==> config.mk <==
export PLATFORM = sky130hd
export DESIGN_NAME = json_envelope_event_checker_unit
export DESIGN_NICKNAME = d
export VERILOG_FILES = /design/src/hw/rtl/jeec_pkg.sv /design/src/hw/rtl/json_envelope_event_checker_unit.sv /design/src/hw/rtl/jeec_front.sv /design/src/hw/rtl/jeec_back.sv
export SDC_FILE = /design/constraint.sdc
export NUM_CORES = 1
export LEC_CHECK = 0
export BUFFER_PORTS_ARGS = -buffer_cell sky130_fd_sc_hd__buf_2
export CORE_ASPECT_RATIO = 0.9
export CORE_UTILIZATION = 55
export CTS_BUF_LIST = sky130_fd_sc_hd__clkbuf_8
export DETAILED_ROUTE_END_ITERATION = 10
export PLACE_DENSITY = 0.76
export SLEW_MARGIN = 10
export SYNTH_ARGS = -nofsm -noshare
export SYNTH_HDL_FRONTEND = slang
export SYNTH_SLANG_ARGS = --single-unit
==> constraint.sdc <==
create_clock -name clk -period 5.3 [get_ports clk]
set_input_delay 0.265 -clock clk [delete_from_list [all_inputs] [get_ports clk]]
set_output_delay 0.265 -clock clk [all_outputs]
set_load 0.005 [all_outputs]
==> src/hw/rtl/jeec_pkg.sv <==
// jeec_pkg: types, event and key codes shared by the envelope checker modules
// no dependencies
`timescale 1ns / 1ps

package jeec_pkg;

  localparam int CmdDepth = 4;
  localparam int CmdPtrW  = $clog2(CmdDepth);
  localparam int ResDepth = 2;
  localparam int ResPtrW  = $clog2(ResDepth);

  localparam logic [6:0]  DepthSat   = 7'd127;
  localparam logic [5:0]  MemberSat  = 6'd63;
  localparam logic [6:0]  RstMaxDepth   = 7'd64;
  localparam logic [5:0]  RstMaxMembers = 6'd16;
  localparam logic [15:0] RstMaxIdLen   = 16'd256;
  localparam logic [15:0] RstMaxSelLen  = 16'd128;

  // ascii words, byte zero in the low bits
  localparam logic [55:0] WordVersion = 56'h6E_6F69_7372_6576;
  localparam logic [15:0] WordId      = 16'h6469;
  localparam logic [31:0] WordType    = 32'h6570_7974;
  localparam logic [47:0] WordAction  = 48'h6E6F_6974_6361;
  localparam logic [55:0] WordPayload = 56'h64_616F_6C79_6170;

  typedef enum logic [2:0] {
    FN_BEGIN     = 3'd0,
    FN_SCALAR    = 3'd1,
    FN_INTEGER   = 3'd2,
    FN_STRING    = 3'd3,
    FN_START_OBJ = 3'd4,
    FN_END_OBJ   = 3'd5,
    FN_START_ARR = 3'd6,
    FN_END_ARR   = 3'd7
  } func_t;

  typedef enum logic [2:0] {
    KEY_OTHER   = 3'd0,
    KEY_VERSION = 3'd1,
    KEY_ID      = 3'd2,
    KEY_TYPE    = 3'd3,
    KEY_ACTION  = 3'd4,
    KEY_PAYLOAD = 3'd5
  } key_t;

  typedef enum logic [1:0] {
    REG_MAX_DEPTH   = 2'd0,
    REG_MAX_MEMBERS = 2'd1,
    REG_MAX_ID_LEN  = 2'd2,
    REG_MAX_SEL_LEN = 2'd3
  } reg_idx_t;

  // classified event, as queued between front and back
  typedef struct packed {
    func_t       func;
    key_t        key;
    logic [15:0] len;
    logic        has_nul;
    logic        is_one;
  } cmd_t;

  typedef struct packed {
    logic [6:0]  max_depth;
    logic [5:0]  max_members;
    logic [15:0] max_id_len;
    logic [15:0] max_sel_len;
  } cfg_t;

  typedef struct packed {
    logic keep_going;
    logic envelope_valid;
    logic selector_taken;
  } res_t;

  // handshake between front queue and back
  typedef struct packed {
    logic valid;
    cmd_t cmd;
  } cmd_link_t;

endpackage

==> src/hw/rtl/json_envelope_event_checker_unit.sv <==
// json_envelope_event_checker_unit: top level, configuration registers and
// the front/back split of the envelope checker; depends on jeec_pkg, jeec_front, jeec_back
//
//  channel | ports                          | handshake
//  --------+--------------------------------+-------------------------------------
//  events  | in_func .. in_value_is_one     | transaction on in_push && !in_full
//  results | out_keep_going .. out_selector | transaction on out_pop && !out_empty
//  config  | cfg_index, cfg_wdata           | write on cfg_wr_en, no wait
//
// one event per cycle sustained while results are popped in time; an accepted event is
// written into the command queue, the back pulls it when the result queue has room and
// registers its result there, from where it is taken on an out_pop transaction
// the four-entry command queue and two-entry result queue let each side stall alone
// synchronous active-low reset clears state and loads the register defaults
`timescale 1ns / 1ps

module json_envelope_event_checker_unit (
  input  logic        clk,
  input  logic        rst_n,
  input  logic        in_push,
  output logic        in_full,
  input  logic [2:0]  in_func,
  input  logic [15:0] in_string_len,
  input  logic [63:0] in_string_head,
  input  logic        in_string_has_nul,
  input  logic        in_value_is_one,
  output logic        out_empty,
  input  logic        out_pop,
  output logic        out_keep_going,
  output logic        out_envelope_valid,
  output logic        out_selector_taken,
  input  logic        cfg_wr_en,
  input  logic [1:0]  cfg_index,
  input  logic [15:0] cfg_wdata
);
  import jeec_pkg::*;

  cfg_t      cfg_r;
  cmd_link_t link;
  logic      cmd_pop;
  res_t      res;

  always_ff @(posedge clk) begin
    if (!rst_n) begin
      cfg_r.max_depth   <= RstMaxDepth;
      cfg_r.max_members <= RstMaxMembers;
      cfg_r.max_id_len  <= RstMaxIdLen;
      cfg_r.max_sel_len <= RstMaxSelLen;
    end else if (cfg_wr_en) begin
      case (reg_idx_t'(cfg_index))
        REG_MAX_DEPTH:   cfg_r.max_depth   <= cfg_wdata[6:0];
        REG_MAX_MEMBERS: cfg_r.max_members <= cfg_wdata[5:0];
        REG_MAX_ID_LEN:  cfg_r.max_id_len  <= cfg_wdata;
        REG_MAX_SEL_LEN: cfg_r.max_sel_len <= cfg_wdata;
        default: ;
      endcase
    end
  end

  jeec_front u_front (
    .clk            (clk),
    .rst_n          (rst_n),
    .push           (in_push),
    .full           (in_full),
    .func           (func_t'(in_func)),
    .string_len     (in_string_len),
    .string_head    (in_string_head),
    .string_has_nul (in_string_has_nul),
    .value_is_one   (in_value_is_one),
    .link           (link),
    .pop            (cmd_pop)
  );

  jeec_back u_back (
    .clk     (clk),
    .rst_n   (rst_n),
    .cfg     (cfg_r),
    .link    (link),
    .cmd_pop (cmd_pop),
    .empty   (out_empty),
    .pop     (out_pop),
    .res     (res)
  );

  assign out_keep_going     = res.keep_going;
  assign out_envelope_valid = res.envelope_valid;
  assign out_selector_taken = res.selector_taken;

  // a taken selector never comes with a violation
  a_taken_ok: assert property (@(posedge clk) disable iff (!rst_n)
    (!out_empty && out_selector_taken) |-> out_keep_going)
    else $error("selector taken on a rejected transaction");

  // a complete envelope is never reported after a violation
  a_valid_ok: assert property (@(posedge clk) disable iff (!rst_n)
    (!out_empty && out_envelope_valid) |-> out_keep_going)
    else $error("envelope valid while rejected");

  // result queue is empty and command queue not full straight after reset
  a_reset_empty: assert property (@(posedge clk)
    (rst_n && $past(!rst_n)) |-> (out_empty && !in_full))
    else $error("queues not empty after reset");

  // a full command queue drains while the result queue is empty
  a_no_stuck: assert property (@(posedge clk) disable iff (!rst_n)
    (in_full && out_empty) |=> !in_full)
    else $error("command queue stuck while result side idle");

endmodule

==> src/hw/rtl/jeec_front.sv <==
// jeec_front: takes parse events, classifies root keys and queues the commands
// depends on jeec_pkg
`timescale 1ns / 1ps

module jeec_front (
  input  logic                clk,
  input  logic                rst_n,
  input  logic                push,
  output logic                full,
  input  jeec_pkg::func_t     func,
  input  logic [15:0]         string_len,
  input  logic [63:0]         string_head,
  input  logic                string_has_nul,
  input  logic                value_is_one,
  output jeec_pkg::cmd_link_t link,
  input  logic                pop
);
  import jeec_pkg::*;

  cmd_t               q_r [CmdDepth];
  logic [CmdPtrW-1:0] wr_ptr_r, wr_ptr_nxt;
  logic [CmdPtrW-1:0] rd_ptr_r, rd_ptr_nxt;
  logic [CmdPtrW:0]   cnt_r, cnt_nxt;
  logic               wr_en, rd_en;
  key_t               key;
  cmd_t               cmd_in;

  // bytes past the length are not looked at: each word is compared at its own length
  always_comb begin
    key = KEY_OTHER;
    case (string_len)
      16'd2: if (string_head[15:0] == WordId) key = KEY_ID;
      16'd4: if (string_head[31:0] == WordType) key = KEY_TYPE;
      16'd6: if (string_head[47:0] == WordAction) key = KEY_ACTION;
      16'd7: begin
        if (string_head[55:0] == WordVersion) key = KEY_VERSION;
        else if (string_head[55:0] == WordPayload) key = KEY_PAYLOAD;
      end
      default: key = KEY_OTHER;
    endcase
  end

  assign cmd_in = '{func: func, key: key, len: string_len,
                    has_nul: string_has_nul, is_one: value_is_one};

  assign full  = (cnt_r == (CmdPtrW+1)'(CmdDepth));
  assign wr_en = push && !full;
  assign rd_en = pop && (cnt_r != '0);

  always_comb begin
    wr_ptr_nxt = wr_ptr_r + CmdPtrW'(wr_en);
    rd_ptr_nxt = rd_ptr_r + CmdPtrW'(rd_en);
    cnt_nxt    = cnt_r + (CmdPtrW+1)'(wr_en) - (CmdPtrW+1)'(rd_en);
  end

  always_ff @(posedge clk) begin
    if (!rst_n) begin
      wr_ptr_r <= '0;
      rd_ptr_r <= '0;
      cnt_r    <= '0;
    end else begin
      wr_ptr_r <= wr_ptr_nxt;
      rd_ptr_r <= rd_ptr_nxt;
      cnt_r    <= cnt_nxt;
    end
  end

  always_ff @(posedge clk) begin
    if (wr_en) q_r[wr_ptr_r] <= cmd_in;
  end

  assign link.valid = (cnt_r != '0);
  assign link.cmd   = q_r[rd_ptr_r];

endmodule

==> src/hw/rtl/jeec_back.sv <==
// jeec_back: envelope state update per event and the result queue
// depends on jeec_pkg
`timescale 1ns / 1ps

module jeec_back (
  input  logic                clk,
  input  logic                rst_n,
  input  jeec_pkg::cfg_t      cfg,
  input  jeec_pkg::cmd_link_t link,
  output logic                cmd_pop,
  output logic                empty,
  input  logic                pop,
  output jeec_pkg::res_t      res
);
  import jeec_pkg::*;

  logic [6:0] depth_r, depth_nxt;
  logic [5:0] cnt_r, cnt_nxt;
  key_t       key_r, key_nxt;
  logic       started_r, started_nxt;
  logic       object_r, object_nxt;
  logic       completed_r, completed_nxt;
  logic       expect_r, expect_nxt;
  logic       has_sel_r, has_sel_nxt;
  logic       err_r, err_nxt;
  logic [4:0] seen_r, seen_nxt;
  logic       taken;
  logic       rv_ok;
  logic [4:0] key_bit;
  res_t       res_in;

  res_t               rq_r [ResDepth];
  logic [ResPtrW-1:0] rq_wr_r, rq_rd_r;
  logic [ResPtrW:0]   rq_cnt_r;
  logic               rq_full, fire, rq_pop;
  cmd_t               c;

  assign c       = link.cmd;
  assign rq_full = (rq_cnt_r == (ResPtrW+1)'(ResDepth));
  assign fire    = link.valid && !rq_full;
  assign cmd_pop = fire;
  assign rq_pop  = pop && (rq_cnt_r != '0);

  always_comb begin
    key_bit = 5'd0;
    case (c.key)
      KEY_VERSION: key_bit = 5'b00001;
      KEY_ID:      key_bit = 5'b00010;
      KEY_TYPE:    key_bit = 5'b00100;
      KEY_ACTION:  key_bit = 5'b01000;
      KEY_PAYLOAD: key_bit = 5'b10000;
      default:     key_bit = 5'd0;
    endcase
  end

  always_comb begin
    depth_nxt     = depth_r;
    cnt_nxt       = cnt_r;
    key_nxt       = key_r;
    started_nxt   = started_r;
    object_nxt    = object_r;
    completed_nxt = completed_r;
    expect_nxt    = expect_r;
    has_sel_nxt   = has_sel_r;
    err_nxt       = err_r;
    seen_nxt      = seen_r;
    taken         = 1'b0;
    rv_ok         = 1'b1;

    if (c.func == FN_BEGIN) begin
      depth_nxt     = '0;
      cnt_nxt       = '0;
      key_nxt       = KEY_OTHER;
      started_nxt   = 1'b0;
      object_nxt    = 1'b0;
      completed_nxt = 1'b0;
      expect_nxt    = 1'b0;
      has_sel_nxt   = 1'b0;
      err_nxt       = 1'b0;
      seen_nxt      = '0;
    end else if (!err_r) begin
      case (c.func)
        FN_SCALAR, FN_INTEGER, FN_START_OBJ, FN_START_ARR: begin
          // non-string value as a root member value
          if (depth_r == 7'd1 && !(c.func == FN_START_OBJ && depth_r == 7'd0)) begin
            if (!object_r || expect_r) begin
              err_nxt = 1'b1;
            end else begin
              if (c.func == FN_INTEGER && key_r == KEY_VERSION)
                rv_ok = c.is_one;
              else
                rv_ok = !(key_r inside {KEY_VERSION, KEY_ID, KEY_TYPE, KEY_ACTION});
              expect_nxt = 1'b1;
              key_nxt    = KEY_OTHER;
              if (!rv_ok) err_nxt = 1'b1;
            end
          end
          if (c.func == FN_START_OBJ && depth_r == 7'd0) begin
            if (started_r) err_nxt = 1'b1;
            started_nxt = 1'b1;
            object_nxt  = 1'b1;
            expect_nxt  = 1'b1;
            depth_nxt   = 7'd1;
          end else if (c.func == FN_START_OBJ || c.func == FN_START_ARR) begin
            if (c.func == FN_START_ARR && depth_r == 7'd0) begin
              started_nxt = 1'b1;
              object_nxt  = 1'b0;
              err_nxt     = 1'b1;
            end
            if (depth_r < DepthSat) depth_nxt = depth_r + 7'd1;
            if (depth_nxt > cfg.max_depth) err_nxt = 1'b1;
          end
        end
        FN_STRING: begin
          if (depth_r == 7'd1 && object_r) begin
            if (expect_r) begin
              if (cnt_r < MemberSat) cnt_nxt = cnt_r + 6'd1;
              if (cnt_nxt > cfg.max_members) err_nxt = 1'b1;
              key_nxt    = c.key;
              expect_nxt = 1'b0;
              if ((seen_r & key_bit) != '0) err_nxt = 1'b1;
              seen_nxt = seen_r | key_bit;
            end else begin
              case (key_r)
                KEY_ID:      rv_ok = (c.len <= cfg.max_id_len) && !c.has_nul;
                KEY_TYPE, KEY_ACTION: begin
                  rv_ok = (c.len != '0) && (c.len <= cfg.max_sel_len) && !c.has_nul;
                  if (rv_ok) begin
                    has_sel_nxt = 1'b1;
                    taken       = 1'b1;
                  end
                end
                KEY_VERSION: rv_ok = 1'b0;
                default:     rv_ok = 1'b1;
              endcase
              expect_nxt = 1'b1;
              key_nxt    = KEY_OTHER;
              if (!rv_ok) err_nxt = 1'b1;
            end
          end
        end
        FN_END_OBJ, FN_END_ARR: begin
          if (depth_r == 7'd0) begin
            err_nxt = 1'b1;
          end else begin
            if (depth_r == 7'd1) begin
              if (c.func == FN_END_OBJ && (!object_r || !expect_r)) err_nxt = 1'b1;
              completed_nxt = 1'b1;
            end
            depth_nxt = depth_r - 7'd1;
          end
        end
        default: ;
      endcase
      if (err_nxt) taken = 1'b0;
    end

    res_in.keep_going     = !err_nxt;
    res_in.selector_taken = taken;
    res_in.envelope_valid = !err_nxt && started_nxt && object_nxt && completed_nxt &&
                            (depth_nxt == '0) && has_sel_nxt &&
                            (seen_nxt[2] != seen_nxt[3]);
  end

  always_ff @(posedge clk) begin
    if (!rst_n) begin
      depth_r     <= '0;
      cnt_r       <= '0;
      key_r       <= KEY_OTHER;
      started_r   <= 1'b0;
      object_r    <= 1'b0;
      completed_r <= 1'b0;
      expect_r    <= 1'b0;
      has_sel_r   <= 1'b0;
      err_r       <= 1'b0;
      seen_r      <= '0;
    end else if (fire) begin
      depth_r     <= depth_nxt;
      cnt_r       <= cnt_nxt;
      key_r       <= key_nxt;
      started_r   <= started_nxt;
      object_r    <= object_nxt;
      completed_r <= completed_nxt;
      expect_r    <= expect_nxt;
      has_sel_r   <= has_sel_nxt;
      err_r       <= err_nxt;
      seen_r      <= seen_nxt;
    end
  end

  // result queue
  always_ff @(posedge clk) begin
    if (!rst_n) begin
      rq_wr_r  <= '0;
      rq_rd_r  <= '0;
      rq_cnt_r <= '0;
    end else begin
      rq_wr_r  <= rq_wr_r + ResPtrW'(fire);
      rq_rd_r  <= rq_rd_r + ResPtrW'(rq_pop);
      rq_cnt_r <= rq_cnt_r + (ResPtrW+1)'(fire) - (ResPtrW+1)'(rq_pop);
    end
  end

  always_ff @(posedge clk) begin
    if (fire) rq_r[rq_wr_r] <= res_in;
  end

  assign empty = (rq_cnt_r == '0);
  assign res   = rq_r[rq_rd_r];

endmodule

==> impl_results.md <==
- Max incr delay on CP: 0.71 ns
- RSZ-0062 raised after global routing: no
- Leak: approximately 4.1 nW
- DIE AREA: between 0.015 and 0.02 sq mm
- Antenna viol nets, final: 0
- H-tree level count: 4
- Nets: 1,183
- Worst Setup Path Type: reg2reg
- Post-DP HPWL: 15,000 um
- Buffers and inverters on the worst path: 1
- Crit share post-route: between 70% and 80%
- Run status: completed
- CP max-delay cell: mux4_1
- F_max: 253 MHz
- Ys flop type: edfxtp_1
- Initial Util: 56.1%
- Antenna violations before repair: 0
- Top routing layer in use: met4
- WL/cell: 16.7 um
- GP Congestion: around 0.9
- Mapped Cells: about 900
- Peak VDD IR: roughly 0.23 mV
- Via density per instance: 5.76
- Area leader, netlist: edfxtp_1
- Cts bufs inserted: 17
- Layout cell share with drive strength beyond 1: 18.6%
- Routed wire length: 21,300 um
- Clock tree root buffer cell: clkbuf_8
- Ys async rst share: 0%
- Wl on met1: 9730 um
- Largest net degree at the start of global routing: roughly 60
- Delay-heaviest family, CP: simple AND/OR/NAND/NOR gates
- Synth area leaders: edfxtp_1 (31%), dfxtp_1 (17%), ha_1 (7.2%), nand2_1 (4.1%), mux4_2 (3.7%)
- MaxCap Viol Count: 0
- Final setup vio count: 0
- Crit path required time: 5.66 ns
- Design Area, Final: 0.0111 sq mm
- ANT cells: 0
- Hold buffer count at cts: 14
- Clock Tree Buf Depth: 2
- GRT overflow: 0
- CTS-repair resized insts: 0
- Met2 wire len: 9980 um
- Die H: 129 um
- Placement Cell Area: around 0.011 sq mm
- Pwr per Cell Area: 423 mW/mm^2
- Port-buffer cells: around 100
- Row count: 46
- Highest net fanout along the worst path: 9
- Max_slew headroom: 33.9%
- # fillers: ~1,400
- Clock Skew: 0.0112 ns
- Hold Vio Cnt, Final: 0
- Final min period: 3.95 ns
- Synthesis warning total: 0
- Max-slew violation count: 0
- Syn_nets: 1,073
- Worst-Margin Slew: 0.983 ns
- Synth Cell Area: ~0.0099 sq mm
- Post-CTS Setup Bufs: 0
- Overall Global Routing Usage: 24.5%
- Min-delay src: cfg_wdata[8]
- Post-synthesis area per instance: approximately 11 sq um
- CTS clock-pin slew for the worst setup and hold paths: 0.10 ns
- Total clock sinks: 186
- First drt pass iteration count: 5
- Reg2reg start: u_front.rd_ptr_r[0]
- Share of Yosys cell area claimed by the top area cell type: 31.1%
- First-pass GRT wire length: around 35,000 um
- CP startpoint: u_front.rd_ptr_r[0]
- Core ar.: about 0.018 sq mm
- Seq cells post-synth: 186
- Worst min path class: in2reg
- DRT iter0 DRCs: approximately 570
- Layout area overhead: 12.8%
- Vias: approximately 7,300
- Library cells used by synthesis: 86
- Sequential fraction of the synthesis area: 48.2%
- CP Capture Type: flip-flop
- Worst skew pair latency: 0.49 ns
- Post-route DRC: 0
- Data arrival, critical path: around 4.3 ns
- Die W: 143 um
- Sequential cell area: around 0.0047 sq mm
- I/O pin count: 113
- Post-Route Setup TNS: 0 ns
- Startpoint Class: flip-flop
- Met3 WL post-DR: 1230 um
- Vias in the first global route: 7,043
- TritonCTS clock tree: done
- Area of the multi-input gates: around 0.0047 sq mm
- EDFF count, synth: 102
- Cell Chain, Critical Path: buf_4 -> mux4_1 -> ha_1 -> nand4_1 -> nor4_1 -> nor3_1 -> o31a_1 -> nor4b_2 -> o21a_1 -> and4_1
cell families after synthesis:
kind of cell | synth area share (%)
adder cells (fa/ha/maj) | 7.44
AND/OR/NAND/NOR | 18.7
multiplexers | 7.71
XOR/XNOR | 0.800
flip-flops | 48.2
buffers and inverters | 4.66
AO/OA/AOI/OAI | 12.5
through the flow:
stage / hold WS (ns) / total power [mW] / worst slack, ns / utilization (%) / instances
5_1_grt: 0.0165 / 5.00 / 1.03 / 63.3 / 1270
6_report: 0.0160 / 4.70 / 1.35 / 63.3 / 1270
2_1_floorplan: 0.364 / 3.26 / 2.16 / - / 907
3_3_place_gp: 0.452 / 3.64 / 1.48 / 60.1 / 1224
4_1_cts: 0.00102 / 4.70 / 1.30 / 63.3 / 1270
3_5_place_dp: 0.459 / 3.69 / 1.32 / 60.1 / 1224
synthesized netlist by cell type (10+ instances only):
cell and count:
ha_1 57, a21oi_1 42, mux4_2 16, o21ai_0 18, edfxtp_1 102, a21boi_0 39
nand2_1 108, nor2_1 45, clkbuf_1 22, nand3_1 24, and2_1 11, inv_1 63
nor3_1 14, mux2i_1 11, or3_1 10, nor2b_1 31, nand4_1 16, dfxtp_1 84
power breakdown:
| part | internal [mW] | total, mW | switching, mW |
|---|---|---|---|
| Sequential | 1.70 | 1.86 | 0.159 |
| Clock | 0.443 | 1.01 | 0.563 |
| Combinational | 0.783 | 1.83 | 1.05 |
| Total | 2.93 | 4.70 | 1.77 |
worst register-to-register path: cells and delay by family (launching register included):
| family | cells | cell delay [ns] |
|---|---|---|
| simple gates | 5 | 1.43 |
| mux | 1 | 0.71 |
| flops | 1 | 0.70 |
| fa+ha+maj | 1 | 0.36 |
| buf+inv | 1 | 0.33 |
| compound gates | 2 | 0.32 |
flip-flops by register name, summed over array words and instances (netlist names), 2 cells and up, named ones only:
| name | cells |
|---|---|
| u_front.q_r | 96 |
| cfg_r | 45 |
| u_back.depth_r | 7 |
| u_back.cnt_r | 6 |
| u_back.rq_r | 6 |
| u_back.seen_r | 5 |
| u_back.key_r | 3 |
| u_front.cnt_r | 3 |
| u_back.rq_cnt_r | 2 |
| u_front.rd_ptr_r | 2 |
| u_front.wr_ptr_r | 2 |
placed cells by master, fill, tap and decap left out, types with 8 or more instances in the layout:
cell	synthesis	routed
mux4_1	8	8
buf_4	1	12
o21ai_0	18	18
nand2_1	108	108
inv_1	63	63
clkbuf_8	0	17
buf_2	8	104
dfxtp_1	84	84
nor2b_1	31	31
or3_1	10	10
mux2i_1	11	11
nor3_1	14	14
mux4_2	16	16
nand4_1	16	16
a21boi_0	39	39
and2_1	11	11
nand3_1	24	24
ha_1	57	57
a21oi_1	42	42
a31oi_1	8	8
dlygate4sd3_1	0	14
nor2_1	45	44
edfxtp_1	102	102
cell type report:
| class | count | area share (%) |
|---|---|---|
| timing repair buffer | 130 | 6.75 |
| clock buffer | 17 | 2.10 |
| sequential | 186 | 42.7 |
| clock inverter | 15 | 1.74 |
| multi-input combinational | 619 | 41.9 |
| tap | 240 | 2.70 |
| inverter | 63 | 2.13 |
metal layers:
metal / GRT usage, % / up-vias
li1: - / 3586
met4: 8.10 / 0
met1: 32.2 / 3440
met2: 40.6 / 261
met5: 0 / -
met3: 4.84 / 32
final timing paths:
path,endpoint,cells after the start,slack [ns]
max,u_back.rq_r[0][1],10,1.35
min,cfg_r[24],3,0.02
min reg2reg,cfg_r[12],2,0.47
max reg2reg,u_back.rq_r[0][1],10,1.35
No activity file was read; power rests on OpenSTA's default activity.
